--- src/rtl/astr_pkg.sv ---
// Shared types and constants for the aging state table reducer.
package astr_pkg;

    // Table geometry.
    localparam int ENTRIES = 16;
    localparam int IDX_W   = (ENTRIES > 1) ? $clog2(ENTRIES) : 1;
    localparam int CNT_W   = $clog2(ENTRIES + 1);

    // Arithmetic constants.
    localparam logic [31:0] HASH_MUL        = 32'd97;
    localparam logic [31:0] AND_SEED        = 32'd1;
    localparam logic [3:0]  AGE_LIMIT_RESET = 4'd5;

    // Operation codes carried by an input item.
    typedef enum logic [1:0] {
        OP_BYTE = 2'd0,
        OP_AND  = 2'd1,
        OP_OR   = 2'd2
    } op_t;

    // Status codes of a result item.
    typedef enum logic [1:0] {
        STAT_QUERY  = 2'd0,
        STAT_STORED = 2'd1,
        STAT_FULL   = 2'd2
    } status_t;

    // Token that walks the chain of cells, one cell per cycle.
    typedef struct packed {
        logic             active;
        logic             is_set;
        logic             is_and;
        logic [31:0]      key;
        logic [31:0]      data;      // new value for a set, accumulator for a query
        logic [CNT_W-1:0] cnt;
        logic             found;
        logic             free_ok;
        logic [IDX_W-1:0] free_idx;
    } pass_t;

    // Write of a new entry into a free cell after a set missed.
    typedef struct packed {
        logic             en;
        logic [IDX_W-1:0] idx;
        logic [31:0]      key;
        logic [31:0]      value;
    } fill_t;

    // One result item.
    typedef struct packed {
        logic [31:0] reduced_value;
        status_t     status;
        logic [4:0]  live_count;
    } result_t;

endpackage

--- src/rtl/astr_cell.sv ---
// One table entry with its slice of the lookup and query walk.
module astr_cell (
    input  logic                      aclk,
    input  logic                      aresetn,
    input  logic [astr_pkg::IDX_W-1:0] cell_idx,
    input  logic [3:0]                age_limit,
    input  astr_pkg::pass_t           pass_in,
    input  logic                      fill_en,
    input  astr_pkg::fill_t           fill,
    output astr_pkg::pass_t           pass_out
);

    logic        valid_reg, valid_next;
    logic [31:0] key_reg, key_next;
    logic [31:0] value_reg, value_next;
    logic [3:0]  age_reg, age_next;
    astr_pkg::pass_t pass_reg, pass_next;

    // Token visit: match or free-slot search for a set, fold and age for a query.
    always_comb begin
        valid_next = valid_reg;
        key_next   = key_reg;
        value_next = value_reg;
        age_next   = age_reg;
        pass_next  = pass_in;
        if (pass_in.active) begin
            if (pass_in.is_set) begin
                if (valid_reg && !pass_in.found && key_reg == pass_in.key) begin
                    value_next      = pass_in.data;
                    age_next        = 4'd0;
                    pass_next.found = 1'b1;
                end else if (!valid_reg && !pass_in.free_ok) begin
                    pass_next.free_ok  = 1'b1;
                    pass_next.free_idx = cell_idx;
                end
                if (valid_reg) begin
                    pass_next.cnt = pass_in.cnt + astr_pkg::CNT_W'(1);
                end
            end else if (valid_reg) begin
                if (age_reg < age_limit) begin
                    pass_next.data = pass_in.is_and ? (pass_in.data & value_reg)
                                                    : (pass_in.data | value_reg);
                    age_next       = age_reg + 4'd1;
                    pass_next.cnt  = pass_in.cnt + astr_pkg::CNT_W'(1);
                end else begin
                    valid_next = 1'b0;
                end
            end
        end
        // A missed set lands in this cell once the walk is over.
        if (fill_en) begin
            valid_next = 1'b1;
            key_next   = fill.key;
            value_next = fill.value;
            age_next   = 4'd0;
        end
    end

    // Control state: entry valid bit and token presence.
    always_ff @(posedge aclk) begin
        if (!aresetn) begin
            valid_reg       <= 1'b0;
            pass_reg.active <= 1'b0;
        end else begin
            valid_reg <= valid_next;
            pass_reg  <= pass_next;
        end
    end

    // Entry payload.
    always_ff @(posedge aclk) begin
        key_reg   <= key_next;
        value_reg <= value_next;
        age_reg   <= age_next;
    end

    assign pass_out = pass_reg;

endmodule

--- src/rtl/astr_ctrl.sv ---
// Input handling, name hash, token launch, result staging and age limit register.
module astr_ctrl (
    input  logic                  aclk,
    input  logic                  aresetn,
    input  logic                  cfg_we,
    input  logic [3:0]            cfg_wdata,
    input  logic                  s_valid,
    output logic                  s_ready,
    input  logic [1:0]            s_op,
    input  logic [7:0]            s_name_byte,
    input  logic                  s_last_byte,
    input  logic [31:0]           s_new_value,
    output logic [3:0]            age_limit,
    output astr_pkg::pass_t       launch,
    input  astr_pkg::pass_t       tail,
    output astr_pkg::fill_t       fill,
    output logic                  m_valid,
    input  logic                  m_ready,
    output astr_pkg::result_t     m_result
);

    logic [3:0]  age_limit_reg;
    logic [31:0] hash_reg, hash_next;
    logic        inflight_reg, inflight_next;
    logic        pend_valid_reg, pend_valid_next;
    logic        m_valid_reg, m_valid_next;
    astr_pkg::result_t pend_reg, pend_next;
    astr_pkg::result_t out_reg, out_next;
    astr_pkg::pass_t   launch_reg, launch_next;
    astr_pkg::result_t tail_res;
    logic        accept;
    logic        is_query;
    logic        set_done;
    logic        out_free;

    assign s_ready  = !inflight_reg && !pend_valid_reg;
    assign accept   = s_valid && s_ready;
    assign is_query = (s_op == astr_pkg::OP_AND) || (s_op == astr_pkg::OP_OR);
    assign set_done = (s_op == astr_pkg::OP_BYTE) && s_last_byte;
    assign out_free = !m_valid_reg || m_ready;

    // Running hash: hash * 97 + byte, back to zero when a set completes.
    always_comb begin
        hash_next = hash_reg;
        if (accept && s_op == astr_pkg::OP_BYTE) begin
            hash_next = set_done ? 32'd0
                                 : 32'(hash_reg * astr_pkg::HASH_MUL) + 32'(s_name_byte);
        end
    end

    // Token for the chain, launched by a query or by the last name byte.
    always_comb begin
        launch_next          = launch_reg;
        launch_next.active   = accept && (is_query || set_done);
        launch_next.is_set   = set_done;
        launch_next.is_and   = (s_op == astr_pkg::OP_AND);
        launch_next.key      = 32'(hash_reg * astr_pkg::HASH_MUL) + 32'(s_name_byte);
        launch_next.data     = set_done ? s_new_value
                             : ((s_op == astr_pkg::OP_AND) ? astr_pkg::AND_SEED : 32'd0);
        launch_next.cnt      = '0;
        launch_next.found    = 1'b0;
        launch_next.free_ok  = 1'b0;
        launch_next.free_idx = '0;
    end

    // Result of a finished walk, and the write of a new entry on a miss.
    always_comb begin
        fill.en    = tail.active && tail.is_set && !tail.found && tail.free_ok;
        fill.idx   = tail.free_idx;
        fill.key   = tail.key;
        fill.value = tail.data;
        tail_res.reduced_value = tail.is_set ? 32'd0 : tail.data;
        tail_res.live_count    = 5'(tail.cnt);
        if (!tail.is_set) begin
            tail_res.status = astr_pkg::STAT_QUERY;
        end else if (tail.found) begin
            tail_res.status = astr_pkg::STAT_STORED;
        end else if (tail.free_ok) begin
            tail_res.status     = astr_pkg::STAT_STORED;
            tail_res.live_count = 5'(tail.cnt + astr_pkg::CNT_W'(1));
        end else begin
            tail_res.status = astr_pkg::STAT_FULL;
        end
    end

    // Busy tracking and the hand-off from the staging register to the output.
    always_comb begin
        inflight_next   = inflight_reg;
        pend_valid_next = pend_valid_reg;
        pend_next       = pend_reg;
        m_valid_next    = m_valid_reg;
        out_next        = out_reg;
        if (launch_next.active) begin
            inflight_next = 1'b1;
        end
        if (out_free) begin
            m_valid_next    = pend_valid_reg;
            out_next        = pend_reg;
            pend_valid_next = 1'b0;
        end
        if (tail.active) begin
            inflight_next   = 1'b0;
            pend_valid_next = 1'b1;
            pend_next       = tail_res;
        end
    end

    // Control registers.
    always_ff @(posedge aclk) begin
        if (!aresetn) begin
            age_limit_reg     <= astr_pkg::AGE_LIMIT_RESET;
            hash_reg          <= 32'd0;
            inflight_reg      <= 1'b0;
            pend_valid_reg    <= 1'b0;
            m_valid_reg       <= 1'b0;
            launch_reg.active <= 1'b0;
        end else begin
            if (cfg_we) begin
                age_limit_reg <= cfg_wdata;
            end
            hash_reg       <= hash_next;
            inflight_reg   <= inflight_next;
            pend_valid_reg <= pend_valid_next;
            m_valid_reg    <= m_valid_next;
            launch_reg     <= launch_next;
        end
    end

    // Result payload registers.
    always_ff @(posedge aclk) begin
        pend_reg <= pend_next;
        out_reg  <= out_next;
    end

    assign age_limit = age_limit_reg;
    assign launch    = launch_reg;
    assign m_valid   = m_valid_reg;
    assign m_result  = out_reg;

endmodule

--- src/rtl/aging_state_table_reducer.sv ---
// Top level of the aging state table reducer: controller and chain of entry cells.
//
// Name bytes of a set that are not the last are taken one per cycle while the
// input is open and only advance the hash. The last byte of a set and every AND
// or OR query send a token down the chain of ENTRIES cells, one cell per cycle.
// Its result passes through the launch register, the register of every cell in
// the chain and the staging register on its way to the output register. The
// next item is taken only after the result has left the staging register, so a
// stalled output, which keeps the result there, holds the input closed. No input
// item is taken while a token is in the chain or a result waits in the staging
// register, but queries as well as name bytes are taken while a result waits at
// the output. age_limit is to be written through cfg_we and cfg_wdata only while
// the block is idle; the block leaves this rule to the user.
module aging_state_table_reducer (
    input  logic        aclk,
    input  logic        aresetn,
    input  logic        cfg_we,
    input  logic [3:0]  cfg_wdata,
    input  logic        s_valid,
    output logic        s_ready,
    input  logic [1:0]  s_op,
    input  logic [7:0]  s_name_byte,
    input  logic        s_last_byte,
    input  logic [31:0] s_new_value,
    output logic        m_valid,
    input  logic        m_ready,
    output logic [31:0] m_reduced_value,
    output logic [1:0]  m_status,
    output logic [4:0]  m_live_count
);

    astr_pkg::pass_t   chain [astr_pkg::ENTRIES+1];
    astr_pkg::fill_t   fill;
    astr_pkg::result_t result;
    logic [3:0]        age_limit;

    // Controller.
    astr_ctrl u_ctrl (
        .aclk        (aclk),
        .aresetn     (aresetn),
        .cfg_we      (cfg_we),
        .cfg_wdata   (cfg_wdata),
        .s_valid     (s_valid),
        .s_ready     (s_ready),
        .s_op        (s_op),
        .s_name_byte (s_name_byte),
        .s_last_byte (s_last_byte),
        .s_new_value (s_new_value),
        .age_limit   (age_limit),
        .launch      (chain[0]),
        .tail        (chain[astr_pkg::ENTRIES]),
        .fill        (fill),
        .m_valid     (m_valid),
        .m_ready     (m_ready),
        .m_result    (result)
    );

    // Chain of entry cells, lowest index first.
    for (genvar i = 0; i < astr_pkg::ENTRIES; i++) begin : g_cell
        astr_cell u_cell (
            .aclk      (aclk),
            .aresetn   (aresetn),
            .cell_idx  (astr_pkg::IDX_W'(i)),
            .age_limit (age_limit),
            .pass_in   (chain[i]),
            .fill_en   (fill.en && fill.idx == astr_pkg::IDX_W'(i)),
            .fill      (fill),
            .pass_out  (chain[i+1])
        );
    end

    assign m_reduced_value = result.reduced_value;
    assign m_status        = result.status;
    assign m_live_count    = result.live_count;

endmodule

--- config.mk ---
export PLATFORM = sky130hd
export DESIGN_NAME = aging_state_table_reducer
export DESIGN_NICKNAME = d
export VERILOG_FILES = /design/src/rtl/astr_pkg.sv /design/src/rtl/astr_cell.sv /design/src/rtl/astr_ctrl.sv /design/src/rtl/aging_state_table_reducer.sv
export SDC_FILE = /design/constraint.sdc
export NUM_CORES = 2
export LEC_CHECK = 0
export BUFFER_PORTS_ARGS = -buffer_cell sky130_fd_sc_hd__buf_2
export CAP_MARGIN = 0
export CORE_ASPECT_RATIO = 1.2
export CORE_MARGIN = 4
export CORE_UTILIZATION = 63
export CTS_CLUSTER_DIAMETER = 150
export DETAILED_ROUTE_END_ITERATION = 6
export GPL_TIMING_DRIVEN = 0
export PLACE_DENSITY = 0.79
export SYNTH_ARGS = -nofsm -noshare
export SYNTH_HDL_FRONTEND = slang
export SYNTH_SLANG_ARGS = --single-unit
--- constraint.sdc ---
create_clock -name aclk -period 6.05 [get_ports aclk]
set_input_delay 1.21 -clock aclk [delete_from_list [all_inputs] [get_ports aclk]]
set_output_delay 1.21 -clock aclk [all_outputs]
set_load 0.005 [all_outputs]
Word level (Yosys, flattened, before mapping)
Cells that the tools add are included.
{ "classes": {"multipliers": 1, "muxes": 394, "n_reduce_logical": 257, "n_addsub": 33, "bitwise_logic": 36, "div_mod_pow": 0, "shift": 0, "n_eq_ne": 65, "magnitude_cmp": 16} }
{ "op_table": {"columns": ["operator", "count"], "rows": [
  ["32-bit two-way mux", 98],
  ["37-bit two-way mux", 32],
  ["43-bit two-way mux", 16],
  ["32-bit bitwise AND", 16],
  ["32-bit equality test", 16],
  ["32-bit bitwise OR", 16],
  ["5-bit two-way mux", 66],
  ["4-bit two-way mux", 64],
  ["2-bit nonzero test", 81],
  ["1-bit two-way mux", 101],
  ["6-bit two-way mux", 16],
  ["5-bit by 1-bit adder with 5-bit output, second input constant", 16],
  ["1-bit logical AND", 70],
  ["4-bit by 1-bit adder with 4-bit output, second input constant", 16],
  ["4-bit < comparator", 16],
  ["2-bit by 1-bit != test with 1-bit output, second input constant", 32],
  ["4-bit AND reduction", 16],
  ["1-bit logical NOT", 49],
  ["3-bit AND reduction", 16],
  ["2-bit AND reduction", 17],
  ["32-bit by 8-bit adder with 32-bit output", 1],
  ["4-bit equality test, second input constant", 8],
  ["32-bit by 7-bit multiplier with 32-bit output, second input constant", 1],
  ["4-bit by 3-bit equality test with 1-bit output, second input constant", 4],
  ["11 further kinds", 18]
]} }
{ "word_totals": {"latchBits": 0, "input_bits": 52, "out_inout_bits": 41, "mem_count": 0, "rom_bits": 0, "ram_bits": 0, "regBits": 2535} }

Longest topological paths before layout
{ "depth": {"ltp_word": 7, "depth_mapped": 15} }

Modules after synthesis
Synthesis repeated with hierarchy kept, for this count alone.
{ "unflattened": {"hier_cells": 7128, "hier_area_um2": 107663.3} }
{ "by_module_without_submodules": {"columns": ["module", "n_inst", "area_per_inst_um2", "seq_area_each_um2", "cells_each"], "rows": [
  ["astr_cell at g_cell[14].u_cell ...", 11, 6069.6, 4354.2, 392],
  ["astr_cell at g_cell[0].u_cell ...", 4, 6082.1, 4354.2, 395],
  ["astr_ctrl", 1, 10359.9, 5124.9, 817],
  ["astr_cell at g_cell[13].u_cell", 1, 6084.6, 4354.2, 394],
  ["aging_state_table_reducer", 1, 125.1, 0.0, 25]
]} }

Least setup slack after synthesis
OpenSTA, ideal clock, no wires.
{ "synth_timing": {"path_kind": "register to register", "from": "reg g_cell[15].u_cell.pass_reg, in the netlist g_cell[15].u_cell.pass_out[77]", "to": "reg g_cell[5].u_cell.value_reg[0] (enable)", "path_slack_ps": 1297, "stages_incl_launch_ff": 5, "t_arrival_ps": 4283, "period_less_slack_ps": 4753, "path_buffers": 0, "setup_ps": 471, "cell_sequence": "dfxtp_1 -> and4b_1 -> and2b_1 -> nand2_2 -> o21ai_0"} }
{ "synth_between": {"elab_chain_len": 6, "elab_cells_between_ends": 8, "cone_classes": "reduce/logical: 8"} }
{ "synth_rtl": {"columns": ["item", "line_no", "text"], "rows": [
  ["start: declaration", "astr_cell.sv:17", "astr_pkg::pass_t pass_reg, pass_next;"],
  ["start signal: assignment", "astr_cell.sv:66", "pass_reg <= pass_next;"],
  ["1-bit logical AND (*) (3 in a row)", "astr_ctrl.sv:68", "fill.en = tail.active && tail.is_set && !tail.found && tail.free_ok;"],
  ["1-bit logical AND (*)", "aging_state_table_reducer.sv:66", ".fill_en (fill.en && fill.idx == astr_pkg::IDX_W'(i)),"],
  ["2-bit nonzero test (no source line)", null, null],
  ["3-bit AND reduction (no source line) (*)", null, null],
  ["end signal: assignment", "astr_cell.sv:73", "value_reg <= value_next;"],
  ["end: declaration", "astr_cell.sv:15", "logic [31:0] value_reg, value_next;"]
]} }
Mark *: on every way between the ends. The rest lies on a longest branch, timed or not.
A chain may end at the register's enable or synchronous reset.

==> flow_summary.json <==
{
  "status": "finished, violations left",
  "failed_checks": "DRC",
  "seq_power_share": 0.575,
  "cp-end-kind": "flip-flop",
  "cp.required_ps": 6850,
  "setup-violations-final": 0,
  "final_cells": 10233,
  "seq_area_frac_synth": 0.707,
  "synth_xor_area_frac": 0.0511,
  "clock_path_buffers": 3,
  "core_um2": 165000,
  "min_period_over_period": 0.901,
  "via_per_inst": 5.97,
  "synth_flop_cell": "edfxtp_1",
  "p_sw_w": 0.00716,
  "cts_sinks": 2510,
  "rr_worst_depth": 14,
  "stdcell_area_um2": 115000,
  "drt_first_pass_iters": 7,
  "routed_wirelength_mm": 222,
  "largest_register_ffs": 1222,
  "period_needed_ps": 5450,
  "worst_slack_ps": 598,
  "ys_warn_count": 0,
  "switching_share": 0.206,
  "holdPathEnd": "u_ctrl.m_result[1]",
  "fin_skew_ps": 34.2,
  "tightest_slew_ps": 1240,
  "cpMaxStageDelayCell": "buf_16",
  "syn_avg_cell_area_um2": 13.8,
  "cts.root.buffer_cell": "clkbuf_16",
  "drt-initial-drc-count": 6003,
  "grt-ovfl-total": 0,
  "syn_inst": 7568,
  "async_flop_share": 0,
  "htreeDepth": 4,
  "ys_types": 88,
  "syn_to_final_growth_pct": 10.3,
  "rsz0062_at_grt": "no",
  "hold_class": "reg2reg",
  "synthAdderAreaFrac": 0.0289,
  "clkTransAtPathRegs_ps": 70,
  "dieArea_um2": 173000,
  "port_buffers": 91,
  "whs_ps": 418,
  "power_density_nw_per_um2": 300,
  "synth_edf_count": 2374,
  "min-delay-start": "u_ctrl.pend_reg[1]",
  "yosys.area_share.simple": 0.0781,
  "p_int_w": 0.0275,
  "worstReg2RegEnd": "u_ctrl.hash_reg[31]",
  "synth.net_count": 7846,
  "grt_pass1_wl_mm": 340,
  "first_global_vias": 62091,
  "synth_top_family_by_area": "compound AO/OA/AOI/OAI gates",
  "finalHoldViolations": 0,
  "cp.arrival_ps": 6250,
  "synth-seq-cells": 2510,
  "maxSlewHeadroom": 0.174,
  "cts_hold_buf": 0,
  "comb_power_share": 0.029,
  "rrSetupSlack_ps": 1660,
  "place_hpwl_mm": 159,
  "cpPeakStageDelay_ps": 520,
  "io_pins": 93,
  "crit_chain": "buf_12 -> buf_16 -> buf_16 -> buf_16 -> buf_16 -> buf_16 -> clkbuf_1 -> nor3b_2 -> clkbuf_1 -> buf_1 -> a22o_1",
  "grt_max_degree": 174,
  "start_util": 0.635,
  "place_ws_ps": -1250,
  "min_path_cells": 0,
  "drv_cap": 0,
  "critPathMaxFanout": 156,
  "route.detailed.drc": 6,
  "die-height_um": 455,
  "total_power_w": 0.0347,
  "wl_per_cell_um": 21.7,
  "dp.cells": 9822,
  "leakage_nw": 39.7,
  "drive_gt1_frac": 0.105,
  "clk-insertion-delay-late_ps": 860,
  "gp_congestion": 0.864,
  "fmax_mhz": 183,
  "tritoncts": "done",
  "antenna_found_initial": 5,
  "cpMostUsedCell": "buf_16",
  "drv_slew": 0,
  "netlist_area_um2": 105000,
  "p_clk_frac": 0.396,
  "crit_path_start_kind": "primary input",
  "critical_path_class": "in2reg",
  "route.vias.total": 61086,
  "r2r_start": "u_ctrl.hash_reg[2]",
  "rows": 163,
  "synth-compound-area-share": 0.0931,
  "die_x_um": 380,
  "numCtsBuffers": 220,
  "synth_mux_area_frac": 0.0264,
  "nets": 8179,
  "postPlaceCellArea_um2": 108000,
  "drtAntennaViolNets": 0,
  "grt.total_usage": 0.254,
  "ir_drop_uv": 326
}
==> cell usage after synthesis, types with 8 or more instances <==
cell type	count	share of area
edfxtp_1	2374	0.68
nand2_1	1015	0.036
o21ai_0	923	0.044
a21oi_1	606	0.029
xnor2_1	378	0.032
mux2_2	235	0.025
xor2_1	233	0.019
clkbuf_1	214	0.0077
ha_1	199	0.024
dfxtp_1	136	0.026
nand4_1	129	0.0077
o21ai_1	129	0.0062
nor2_1	114	0.0041
nor2b_1	92	0.0055
buf_2	83	0.0040
inv_1	80	0.0029
nor4_1	55	0.0033
nand2b_1	49	0.0029
nand3_1	47	0.0022
or2_2	45	0.0027
and3_1	40	0.0024
nor3_1	40	0.0019
a22o_1	29	0.0024
fa_1	27	0.0052
and2_1	25	0.0015
o21bai_1	24	0.0017
a21o_1	21	0.0015
nand3b_1	20	0.0014
a211oi_1	14	0.0010
and3b_1	11	0.00092
a22oi_1	9	0.00065
or2_1	9	0.00054
a21oi_2	8	0.00067
nor3b_1	8	0.00057
o21a_1	8	0.00057
or3_1	8	0.00048
or4b_1	8	0.00076
==> power groups by stage <==
stage	sequential (W)	clock, W	combinational, W
2_1_floorplan	0.0201	0	0.000593
4_1_cts	0.0199	0.0139	0.00101
3_3_place_gp	0.0206	0	0.000918
3_5_place_dp	0.0203	0	0.000997
6_report	0.0199	0.0137	0.00102
5_1_grt	0.0200	0.0146	0.00113
==> area by class of cell <==
type,instances,area (µm²)
Sequential cell,2510,74000
Fill cell,10275,49300
Multi-Input combinational cell,4663,29200
Clock buffer,276,5910
Tap cell,2145,2680
Buffer,307,1280
Clock inverter,132,1120
Timing Repair Buffer,111,956
Inverter,88,330
Antenna cell,1,2.50
==> worst max path at each step <==
| stage | from | endpoint |
|---|---|---|
| floorplan | g_cell[15].u_cell.pass_out[77] | g_cell[5].u_cell.value_reg[0] |
| global placement | aresetn | u_ctrl.hash_reg[27] |
| detailed placement | aresetn | u_ctrl.hash_reg[23] |
| CTS | aresetn | u_ctrl.hash_reg[23] |
| global route | aresetn | u_ctrl.hash_reg[17] |
| finish | aresetn | u_ctrl.hash_reg[17] |
==> timing repair <==
action,in CTS,in global routing
setup endpoints to repair,10,10
gates resized for setup,1,0
setup buffers,0,0
gates cloned,1,1
==> layer usage <==
| metal | up-vias | track usage | wire length (µm) |
|---|---|---|---|
| li1 | 28737 | - | - |
| met1 | 29749 | 0.308 | 83800 |
| met2 | 2133 | 0.460 | 115000 |
| met3 | 467 | 0.0307 | 12600 |
| met4 | 0 | 0.115 | 10200 |
| met5 | - | 0 | 0 |
==> kinds of logic after synthesis <==
family,count (synthesis)
AND/OR/NAND/NOR,1747
flip-flops,2510
buffers and inverters,395
multiplexers,246
XOR/XNOR,611
adder cells (fa/ha/maj),226
AO/OA/AOI/OAI,1833
==> through the flow <==
stage                     setup TNS (ps)   util
after floorplan                        0      -
after global placement                 -  0.654
after detailed placement          -28350  0.658
after CTS                              0  0.700
after global routing                   0  0.701
final                                  0  0.701
==> worst max-delay path: cells and delay by family <==
family	cells	cell delay, ps
buffers and inverters	9	3810
and+or+nand+nor	1	490
AOI/OAI and AO/OA	1	210
==> cells in the final DEF, fill, tap and decap left out, drive strengths merged, types with 122 or more instances in the layout <==
master  instances
mux2          240
nand2        1016
xnor2         378
o21ai        1052
a21oi         614
clkbuf        491
edfxtp       2374
dfxtp         136
nand4         129
buf           202
nor2          122
ha            199
xor2          233
Power figures use the tool's default switching activity.
